===== src/hdl/src_pkg.sv =====
// Shared types and constants for the sorted run coalescer.
package src_pkg;

  localparam int unsigned Capacity = 64;
  localparam int unsigned AddrW    = $clog2(Capacity);
  localparam int unsigned CntW     = $clog2(Capacity + 1);

  typedef struct packed {
    logic [31:0] value_in;
    logic        last_in;
  } src_in_t;

  typedef struct packed {
    logic [31:0] range_first;
    logic [31:0] range_last;
    logic        final_range;
    logic        overflow;
  } src_out_t;

  typedef enum logic [3:0] {
    ST_FILL   = 4'b0001,
    ST_SCAN   = 4'b0010,
    ST_DRAIN  = 4'b0100,
    ST_DECIDE = 4'b1000
  } src_state_e;

endpackage


===== src/hdl/src_ram.sv =====
// Generic single-write, single-read RAM with a registered read port.
module src_ram #(
  parameter int unsigned Width = 32,
  parameter int unsigned Depth = 64
) (
  input  logic                     clk_i,
  input  logic                     we_i,
  input  logic [$clog2(Depth)-1:0] waddr_i,
  input  logic [Width-1:0]         wdata_i,
  input  logic [$clog2(Depth)-1:0] raddr_i,
  output logic [Width-1:0]         rdata_o
);

  logic [Width-1:0] mem_q [Depth];

  always_ff @(posedge clk_i) begin
    if (we_i) begin
      mem_q[waddr_i] <= wdata_i;
    end
    rdata_o <= mem_q[raddr_i];
  end

endmodule


===== src/hdl/src_minscan.sv =====
// Running minimum over one pass of the store, limited to values above a bound.
module src_minscan import src_pkg::*; (
  input  logic        clk_i,
  input  logic        rst_ni,
  input  logic        clear_i,
  input  logic        dvalid_i,
  input  logic [31:0] data_i,
  input  logic        bound_valid_i,
  input  logic [31:0] bound_i,
  output logic        found_o,
  output logic [31:0] best_o
);

  logic        found_q, found_d;
  logic [31:0] best_q, best_d;
  logic        above, better;

  assign above  = !bound_valid_i || (data_i > bound_i);
  assign better = !found_q || (data_i < best_q);

  always_comb begin
    found_d = found_q;
    best_d  = best_q;
    if (clear_i) begin
      found_d = 1'b0;
    end else if (dvalid_i && above && better) begin
      found_d = 1'b1;
      best_d  = data_i;
    end
  end

  always_ff @(posedge clk_i or negedge rst_ni) begin
    if (!rst_ni) begin
      found_q <= 1'b0;
    end else begin
      found_q <= found_d;
    end
  end

  always_ff @(posedge clk_i) begin
    best_q <= best_d;
  end

  assign found_o = found_q;
  assign best_o  = best_q;

  // A kept candidate always lies strictly above the bound.
  assert property (@(posedge clk_i) disable iff (!rst_ni)
    (found_q && bound_valid_i && !clear_i && !$past(clear_i)) |-> (best_q > bound_i))
    else $error("minscan candidate not above bound");

endmodule


===== src/hdl/sorted_run_coalescer.sv =====
// Top level: collects a list, then emits its sorted, deduplicated consecutive runs.
//
//  Channel | Handshake              | Payload
//  --------+------------------------+-------------------------------------------
//  input   | in_valid_i/in_ready_o  | in_data_i  (value_in, last_in)
//  output  | out_valid_o/out_ready_i| out_data_o (range_first, range_last,
//          |                        |             final_range, overflow)
//
// Each accepted value is written to the store while space remains. After the last value, the block
// makes one pass over the n held values for each distinct value plus one closing
// pass, one read at a time through the single read port of the value store.
// Reset clears all control state; the store itself is never cleared.
// A stalled output holds the scan in its decision step until the result is taken.
module sorted_run_coalescer import src_pkg::*; (
  input  logic     clk_i,
  input  logic     rst_ni,
  input  logic     in_valid_i,
  output logic     in_ready_o,
  input  src_in_t  in_data_i,
  output logic     out_valid_o,
  input  logic     out_ready_i,
  output src_out_t out_data_o
);

  src_state_e       state_q, state_d;
  logic [CntW-1:0]  cnt_q, cnt_d;
  logic [CntW-1:0]  n_q, n_d;
  logic             ovf_q, ovf_d;
  logic [AddrW-1:0] rd_addr_q, rd_addr_d;
  logic             rvld_q;
  logic             have_run_q, have_run_d;
  logic [31:0]      run_first_q, run_first_d;
  logic [31:0]      run_last_q, run_last_d;
  logic             out_valid_q, out_valid_d;
  src_out_t         out_q, out_d;

  logic             accept, we, slot_free, next_pass;
  logic [AddrW-1:0] last_addr;
  logic [31:0]      rdata;
  logic             found;
  logic [31:0]      best;

  assign in_ready_o = (state_q == ST_FILL);
  assign accept     = in_valid_i && in_ready_o;
  assign we         = accept && (cnt_q < CntW'(Capacity));
  assign slot_free  = !out_valid_q || out_ready_i;
  assign last_addr  = AddrW'(n_q - CntW'(1));

  src_ram #(
    .Width (32),
    .Depth (Capacity)
  ) u_store (
    .clk_i   (clk_i),
    .we_i    (we),
    .waddr_i (cnt_q[AddrW-1:0]),
    .wdata_i (in_data_i.value_in),
    .raddr_i (rd_addr_q),
    .rdata_o (rdata)
  );

  src_minscan u_minscan (
    .clk_i         (clk_i),
    .rst_ni        (rst_ni),
    .clear_i       ((state_q == ST_FILL) || next_pass),
    .dvalid_i      (rvld_q),
    .data_i        (rdata),
    .bound_valid_i (have_run_q),
    .bound_i       (run_last_q),
    .found_o       (found),
    .best_o        (best)
  );

  always_comb begin
    state_d     = state_q;
    cnt_d       = cnt_q;
    n_d         = n_q;
    ovf_d       = ovf_q;
    rd_addr_d   = rd_addr_q;
    have_run_d  = have_run_q;
    run_first_d = run_first_q;
    run_last_d  = run_last_q;
    out_valid_d = out_valid_q && !out_ready_i;
    out_d       = out_q;
    next_pass   = 1'b0;

    case (state_q)
      ST_FILL: begin
        if (accept) begin
          if (we) begin
            cnt_d = cnt_q + CntW'(1);
          end else begin
            ovf_d = 1'b1;
          end
          if (in_data_i.last_in) begin
            n_d        = we ? cnt_q + CntW'(1) : cnt_q;
            cnt_d      = '0;
            rd_addr_d  = '0;
            have_run_d = 1'b0;
            state_d    = ST_SCAN;
          end
        end
      end
      ST_SCAN: begin
        if (rd_addr_q == last_addr) begin
          state_d = ST_DRAIN;
        end else begin
          rd_addr_d = rd_addr_q + AddrW'(1);
        end
      end
      ST_DRAIN: begin
        state_d = ST_DECIDE;
      end
      ST_DECIDE: begin
        if (!found) begin
          // No value above the current run: the open run closes the list.
          if (slot_free) begin
            out_valid_d = 1'b1;
            out_d       = '{range_first: run_first_q, range_last: run_last_q,
                            final_range: 1'b1, overflow: ovf_q};
            ovf_d       = 1'b0;
            have_run_d  = 1'b0;
            state_d     = ST_FILL;
          end
        end else if (have_run_q && (best == run_last_q + 32'd1)) begin
          run_last_d = best;
          next_pass  = 1'b1;
        end else if (have_run_q) begin
          if (slot_free) begin
            out_valid_d = 1'b1;
            out_d       = '{range_first: run_first_q, range_last: run_last_q,
                            final_range: 1'b0, overflow: ovf_q};
            run_first_d = best;
            run_last_d  = best;
            next_pass   = 1'b1;
          end
        end else begin
          run_first_d = best;
          run_last_d  = best;
          have_run_d  = 1'b1;
          next_pass   = 1'b1;
        end
        if (next_pass) begin
          rd_addr_d = '0;
          state_d   = ST_SCAN;
        end
      end
      default: begin
        state_d = ST_FILL;
      end
    endcase
  end

  always_ff @(posedge clk_i or negedge rst_ni) begin
    if (!rst_ni) begin
      state_q     <= ST_FILL;
      cnt_q       <= '0;
      n_q         <= '0;
      ovf_q       <= 1'b0;
      rd_addr_q   <= '0;
      rvld_q      <= 1'b0;
      have_run_q  <= 1'b0;
      out_valid_q <= 1'b0;
    end else begin
      state_q     <= state_d;
      cnt_q       <= cnt_d;
      n_q         <= n_d;
      ovf_q       <= ovf_d;
      rd_addr_q   <= rd_addr_d;
      rvld_q      <= (state_q == ST_SCAN);
      have_run_q  <= have_run_d;
      out_valid_q <= out_valid_d;
    end
  end

  always_ff @(posedge clk_i) begin
    run_first_q <= run_first_d;
    run_last_q  <= run_last_d;
    out_q       <= out_d;
  end

  assign out_valid_o = out_valid_q;
  assign out_data_o  = out_q;

  assert property (@(posedge clk_i) disable iff (!rst_ni)
    cnt_q <= CntW'(Capacity))
    else $error("fill count beyond capacity");

  assert property (@(posedge clk_i) disable iff (!rst_ni)
    (state_q != ST_FILL) |-> (n_q != '0 && n_q <= CntW'(Capacity)))
    else $error("scanning an empty or oversized list");

  assert property (@(posedge clk_i) disable iff (!rst_ni)
    (state_q == ST_SCAN) |-> (rd_addr_q <= last_addr))
    else $error("read address past the held values");

  assert property (@(posedge clk_i) disable iff (!rst_ni)
    have_run_q |-> (run_first_q <= run_last_q))
    else $error("open run has its ends reversed");

  assert property (@(posedge clk_i) disable iff (!rst_ni)
    (out_valid_d && !(out_valid_q && !out_ready_i)) |=> (out_q.range_first <= out_q.range_last))
    else $error("emitted range has its ends reversed");

endmodule

===== config.mk =====
export PLATFORM = sky130hd
export DESIGN_NAME = sorted_run_coalescer
export DESIGN_NICKNAME = d
export VERILOG_FILES = /design/src/hdl/src_pkg.sv /design/src/hdl/src_ram.sv /design/src/hdl/src_minscan.sv /design/src/hdl/sorted_run_coalescer.sv
export SDC_FILE = /design/constraint.sdc
export NUM_CORES = 2
export LEC_CHECK = 0
export BUFFER_PORTS_ARGS = -buffer_cell sky130_fd_sc_hd__buf_2
export CAP_MARGIN = 20
export CELL_PAD_IN_SITES_DETAIL_PLACEMENT = 1
export CELL_PAD_IN_SITES_GLOBAL_PLACEMENT = 1
export CORE_UTILIZATION = 25
export DETAILED_ROUTE_END_ITERATION = 10
export GPL_TIMING_DRIVEN = 0
export PLACE_DENSITY_LB_ADDON = 0.1
export SLEW_MARGIN = 20
export SYNTH_ARGS = -nofsm -noshare
export SYNTH_HDL_FRONTEND = slang
export SYNTH_HIERARCHICAL = 1
export SYNTH_SLANG_ARGS = --single-unit

===== constraint.sdc =====
create_clock -name clk_i -period 7.1 [get_ports clk_i]
set_input_delay 0.71 -clock clk_i [delete_from_list [all_inputs] [get_ports clk_i]]
set_output_delay 0.71 -clock clk_i [all_outputs]
set_load 0.03 [all_outputs]

Yosys cells after proc, flatten, opt, wreduce, memory -nomap -nowiden
Memory sizes are Yosys's and may differ from the RTL's. A register that Yosys moved wholly into a read port is not among the register bits.
Index checks and enable logic that the tools add are counted.
- flip-flop bits (word level): 190
- bits in latches: 0
- memory bits (writable): 2048
- ROM bits: 0
- bits of input ports: 37
- output and inout port bits: 68
- logic and storage cells: 124
- memories kept: 1
- add/sub/neg operators: 4
- $mul: 0
- divide/modulo/power cells: 0
- magnitude comparators: 3
- equality and inequality tests: 22
- shifts and indexed selects: 0
- multiplexer cells: 47
- bitwise operators: 2
- reductions and logical operators: 29
- memories (memory ; depth ; bits a word ; rd ports ; clocked after Yosys merged registers in ; wr ports ; line ; source):
    u_store.mem_q ; 64 ; 32 ; 1 ; 1 ; 1 ; src_ram.sv:14 ; logic [Width-1:0] mem_q [Depth];
- operators by type and width (cell ; number):
    two-way mux 66 bit ; 5
    two-way mux 32 bit ; 3
    adder 32 x 1 -> 32 bit, second input constant ; 1
    equality test 32 bit ; 1
    > comparator 32 bit ; 1
    less-than comparator 32 bit ; 1
    AND reduction 5 bit ; 5
    two-way mux 4 bit ; 6
    two-way mux 6 bit ; 4
    two-way mux 1 bit ; 23
    case mux 6 bit (3 select lines) ; 1
    != test 2 bit, second input constant ; 8
    case mux 4 bit (4 select lines) ; 1
    two-way mux 7 bit ; 2
    != test 3 bit, second input constant ; 3
    nonzero test 2 bit ; 4
    adder 7 x 1 -> 7 bit, second input constant ; 1
    less-than comparator 7 bit, second input constant ; 1
    adder 6 x 1 -> 6 bit, second input constant ; 1
    equality test 6 bit ; 1
    logical AND 1 bit ; 6
    != test 2 x 1 -> 1 bit, second input constant ; 3
    AND reduction 3 bit ; 2
    subtractor 6 x 1 -> 6 bit, second input constant ; 1
    other kinds (13) ; 22

Longest topological paths before layout
- word-level depth: 11
- gate-level depth with buffers: 15
- depth with buffers taken out: 13

By module
Netlist, hierarchy kept.
- by module, submodules not included (module ; times used ; cells each ; area an instance (sq um)):
    src_ram ; 1 ; 3324 ; 78512.8
    sorted_run_coalescer ; 1 ; 515 ; 6877.8
    src_minscan ; 1 ; 263 ; 2635.0

Worst setup path after synthesis
Ideal clock, no wire load.
- kind: reg-to-reg
- start point: register run_last_q[5]
- end point: register u_minscan.best_q[0], in the netlist u_minscan/best_o[0], enable pin
- setup time: 480 ps
- data arrival time: 5925 ps
- required time: 6620 ps
- path slack: 694 ps
- stages on the path, launching flop included: 13
- path buffers: 0
- period minus slack after synthesis: 6406 ps
- path through: edfxtp_1 -> nand4_4 -> or4_2 -> or3_2 -> a21oi_1 -> a2111oi_4 -> nand2b_1 -> or4_4 -> a31oi_4 -> or2_1 -> a2111oi_0 -> a21oi_1 -> a311oi_1
- word-level cells in the longest chain between the ends: 10
- elaborated cells between the ends (all ways): 14
- classes of those cells: 1 x add/sub; 1 x order compare; 1 x eq/ne; 4 x mux; 1 x bitwise; 6 x reduce/logical
- ends and longest elaborated chain (what ; line ; source):
    from (decl) ; sorted_run_coalescer.sv:33 ; logic [31:0] run_last_q, run_last_d;
    from (signal assigned) ; sorted_run_coalescer.sv:177 ; run_last_q <= run_last_d;
    adder 32 x 1 -> 32 bit ; sorted_run_coalescer.sv:124 ; end else if (have_run_q && (best == run_last_q + 32'd1)) begin
    equality test 32 bit ; sorted_run_coalescer.sv:124 ;
    logical AND 1 bit ; sorted_run_coalescer.sv:124 ;
    two-way mux 1 bit ; sorted_run_coalescer.sv:124 ;
    two-way mux 1 bit ; sorted_run_coalescer.sv:114 ; if (!found) begin
    two-way mux 1 bit (2 in a row) ; sorted_run_coalescer.sv:86 ; case (state_q)
    logical OR 1 bit ; sorted_run_coalescer.sv:64 ; .clear_i ((state_q == ST_FILL) || next_pass),
    inverter 1 bit (no source line) ; n/a ;
    AND reduction 2 bit (no source line) * ; n/a ;
    to (signal assigned) ; src_minscan.sv:41 ; best_q <= best_d;
    to (decl) ; src_minscan.sv:15 ; logic [31:0] best_q, best_d;
Every way passes the cells marked *; elsewhere a longest branch is shown, timed or not. The select of a mux whose other input is x is not followed.
A chain may end at the register's enable or synchronous reset.

Final worst setup path
- start point: register run_last_q[11]
- end point: register u_minscan.best_q[3], in the netlist u_minscan/best_o[3], enable pin
The elaborated chain is that of the path after synthesis.

==> results by group <==
Clock network
  • CTS buffer count: 275
  • Clock sinks: 2,270
  • Cts hold-fix bufs: 1
  • Post-CTS setup buffer count: 0
  • H-tree Lvls: 5
  • Clock Latency Late Sink: 0.91 ns
  • Root Buffer: clkbuf_16
  • Post-CTS Resized: 0
  • Max Buffers Root-to-Sink: 4
  • CTS tree: yes
  • Clk slew on worst S/H paths: 0.05 ns

Power and ir drop
  • Leakage: 33.63 nW
  • Pwr/cell area: 363.9 mW/mm2
  • Peak supply drop: 0.0001732 V
  • Tot Pwr: 39.35 mW

Critical path
  • Worst path arrival time: 6.18 ns
  • Worst EP required: 7.68 ns
  • Max FO, Critical Path: 13
  • Buffers & Inverters on Critical Path: 2
  • Critical path launch point type: flop
  • CP Cell Sequence: nand3_1, nor4_2, nand3_1, and4_1, a311o_2, o21ai_0, or4_4, a31oi_4, or2_1, a2111oi_0, a21oi_1, a311oi_4, buf_6, buf_6
  • R2R Setup Slk: 1.49 ns
  • Worst setup EP type: flop
  • CP max-delay cell: nor4_2
  • Cell class contributing the biggest share of worst-path delay: simple AND/OR/NAND/NOR gates
  • Crit Path Category: flop to flop
  • Slowest cell delay on critical path: 0.69 ns

STA
  • Pins over their slew limit: 0
  • Worst setup margin: 1.493 ns
  • Hold Fails Final Rpt: 0
  • Post-Route Skew: 0.03864 ns
  • Slew HR: 0.09241
  • Max Freq: 178.4 MHz
  • RSZ-0062 raised after global routing: false
  • Tmin final: 5.607 ns
  • Worst slew pin tran: 1.361 ns
  • Period utilisation layout: 0.7897
  • # setup viols final: 0

Layout
  • FF+latch area: 0.06771 mm2
  • Nets: 4,791
  • Final cell count without fillers: 9,522
  • Area occupied by multi-input gates: 0.01962 mm2
  • FILL cells: 34,830
  • Layout overhead on the synthesized area: 22.82%
  • Share of cells above drive strength 1: 0.2995

Global route
  • Initial antenna violation count: 32
  • Global-route wire length before repair: 451.2 mm
  • Number of global-route vias before repair: 47,390
  • Grt total ovfl: 0
  • GRT Util Overall: 0.1894
  • Largest net degree at the start of global routing: 65

Floorplanning
  • Die area: 0.3545 mm2
  • Die width: 595.4 um
  • Core ar.: 0.3500 mm2
  • Cell Rows: 217
  • I/O Pins: 105
  • Initial Utilization: 0.2515
  • Die Height: 595.4 um

Detailed routing
  • Remaining DRCs: 0
  • Antenna-violating nets left: 0
  • 1st-pass router iterations: 5
  • WL/cell: 35.63 um
  • Vias per inst: 4.811
  • Via count: 45,810
  • Post-Route WL: 339.3 mm
  • Iter 0 DRT Violations: 4,558

Logic synthesis
  • Unique masters post-synth: 88
  • Sequential cell area fraction in the yosys report: 0.7692
  • Synth Register Bits: 2,270
  • Synth async-reset ratio: 0.01233
  • Syn Nets: 4,206
  • Syn Inst Count: 4,102
  • Post-synth EDFFs: 2,210
  • Synth Area per Inst: 21.46 um2
  • Synth Cell Area: 0.08803 mm2
  • Synth Warn #: 6
  • Dominant register cell in the synthesized netlist: edfxtp_1

Outcome
  • Status: complete, no violations

Placement
  • Port Buffers: 104
  • Placement Setup Slack: 1.340 ns
  • Inst Count DP: 9,007
  • RePlAce Congestion: 0.7601
  • Hpwl dp: 237.3 mm

Min path
  • Hold Crit Class: primary input to flop

Flow run
  • Max_cap viols: 0
-- final timing paths --
path	from	endpoint	cells after the start
max	run_last_q[11]	u_minscan/best_o[3]	14
max reg2reg	run_last_q[11]	u_minscan/best_o[3]	14
min	in_valid_i	ovf_q	3
max in group asynchronous	rst_ni	u_minscan/found_o	2
min in group asynchronous	rst_ni	cnt_q[6]	2
min reg2reg	run_first_q[22]	out_data_o[56]	0
-- stage by stage --
step	instance area (um2)	setup TNS [ns]	utilization	hold WS [ns]
global placement	94300	-2027.34	0.2694	0.4076
global route	108100	0	0.3088	0.1766
CTS	108000	0	0.3087	0.1048
finish	108100	0	0.3089	0.1857
detailed placement	99380	0	0.2840	0.4062
floorplan	88030	0	-	0.4003
-- final cells by class --
type                       count  area share
sequential                  2270      0.6263
inverter                      77    0.002673
buffer                       191    0.009166
clock inverter               120    0.009189
clock buffer                 372     0.07079
antenna                       21   0.0004861
timing repair buffer         308     0.04671
multi-input combinational   1564      0.1815
tap                         4599     0.05323
-- metal layers --
metal  track usage  part of all wire  up-vias
li1              -                 -    18480
met1        0.2603              0.44    25790
met2        0.3202              0.49     1200
met3       0.02391             0.046      329
met4       0.04022             0.021        6
met5             0           0.00012        -
-- where the power goes --
part | internal [mW] | switching, mW
Clock | 8.07 | 5.71
Sequential | 15.1 | 0.301
Combinational | 3.52 | 6.68
-- flip-flops by register name (all words and copies together), names as in the netlist --
register	flops
rvld_q	1
rd_addr_q	6
have_run_q	1
run_first_q	32
n_q	6
out_data_o	66
u_store/mem_q	2048
ovf_q	1
u_minscan/best_o	32
u_minscan/found_o	1
state_q	4
run_last_q	32
out_valid_o	1
cnt_q	7
u_store/rdata_o	32
-- cells in the mapped netlist (all sizes together), types with 9 or more instances --
cell	instances	share of area
a21oi	112	0.0065
a22oi	12	0.0010
a311oi	10	0.00099
a31oi	9	0.00088
and3	9	0.00064
buf	104	0.0068
clkbuf	87	0.0038
dfrtp	27	0.0077
dfxtp	32	0.0073
edfxtp	2210	0.75
ha	67	0.0095
inv	77	0.0033
mux2i	99	0.011
mux4	544	0.14
nand2	76	0.0032
nand2b	17	0.0012
nand3	35	0.0020
nand4	33	0.0026
nor2	178	0.0076
nor2b	22	0.0016
nor3	20	0.0011
nor4	12	0.0011
o21ai	39	0.0023
o221ai	27	0.0027
o22ai	86	0.0061
xnor2	32	0.0032
xor2	21	0.0021
-- logic make-up after synthesis --
logic type,Yosys count,share of synthesized area
flip-flops,2270,0.7692
multiplexers,645,0.1507
AND/OR/NAND/NOR,449,0.02527
AO/OA/AOI/OAI,350,0.02618
buffers and inverters,268,0.01389
adder cells (fa/ha/maj),67,0.009523
XOR/XNOR,53,0.005273
-- tightest hold or removal path: cells and delay by family --
kind                   cells  cell delay, ns
AOI/OAI and AO/OA          2            0.20
buffers and inverters      1            0.12
-- cell usage in the layout, fill, tap and decap left out, types with 76 or more instances in the layout --
cell type / n
buf_16: 79
mux4_2: 544
clkbuf_16: 289
buf_2: 138
a21oi_1: 109
clkbuf_1: 118
nand2_1: 76
nor2_1: 115
o22ai_1: 86
buf_12: 105
inv_1: 77
mux2i_1: 99
edfxtp_1: 2210
(Power assumes the default switching activity.)
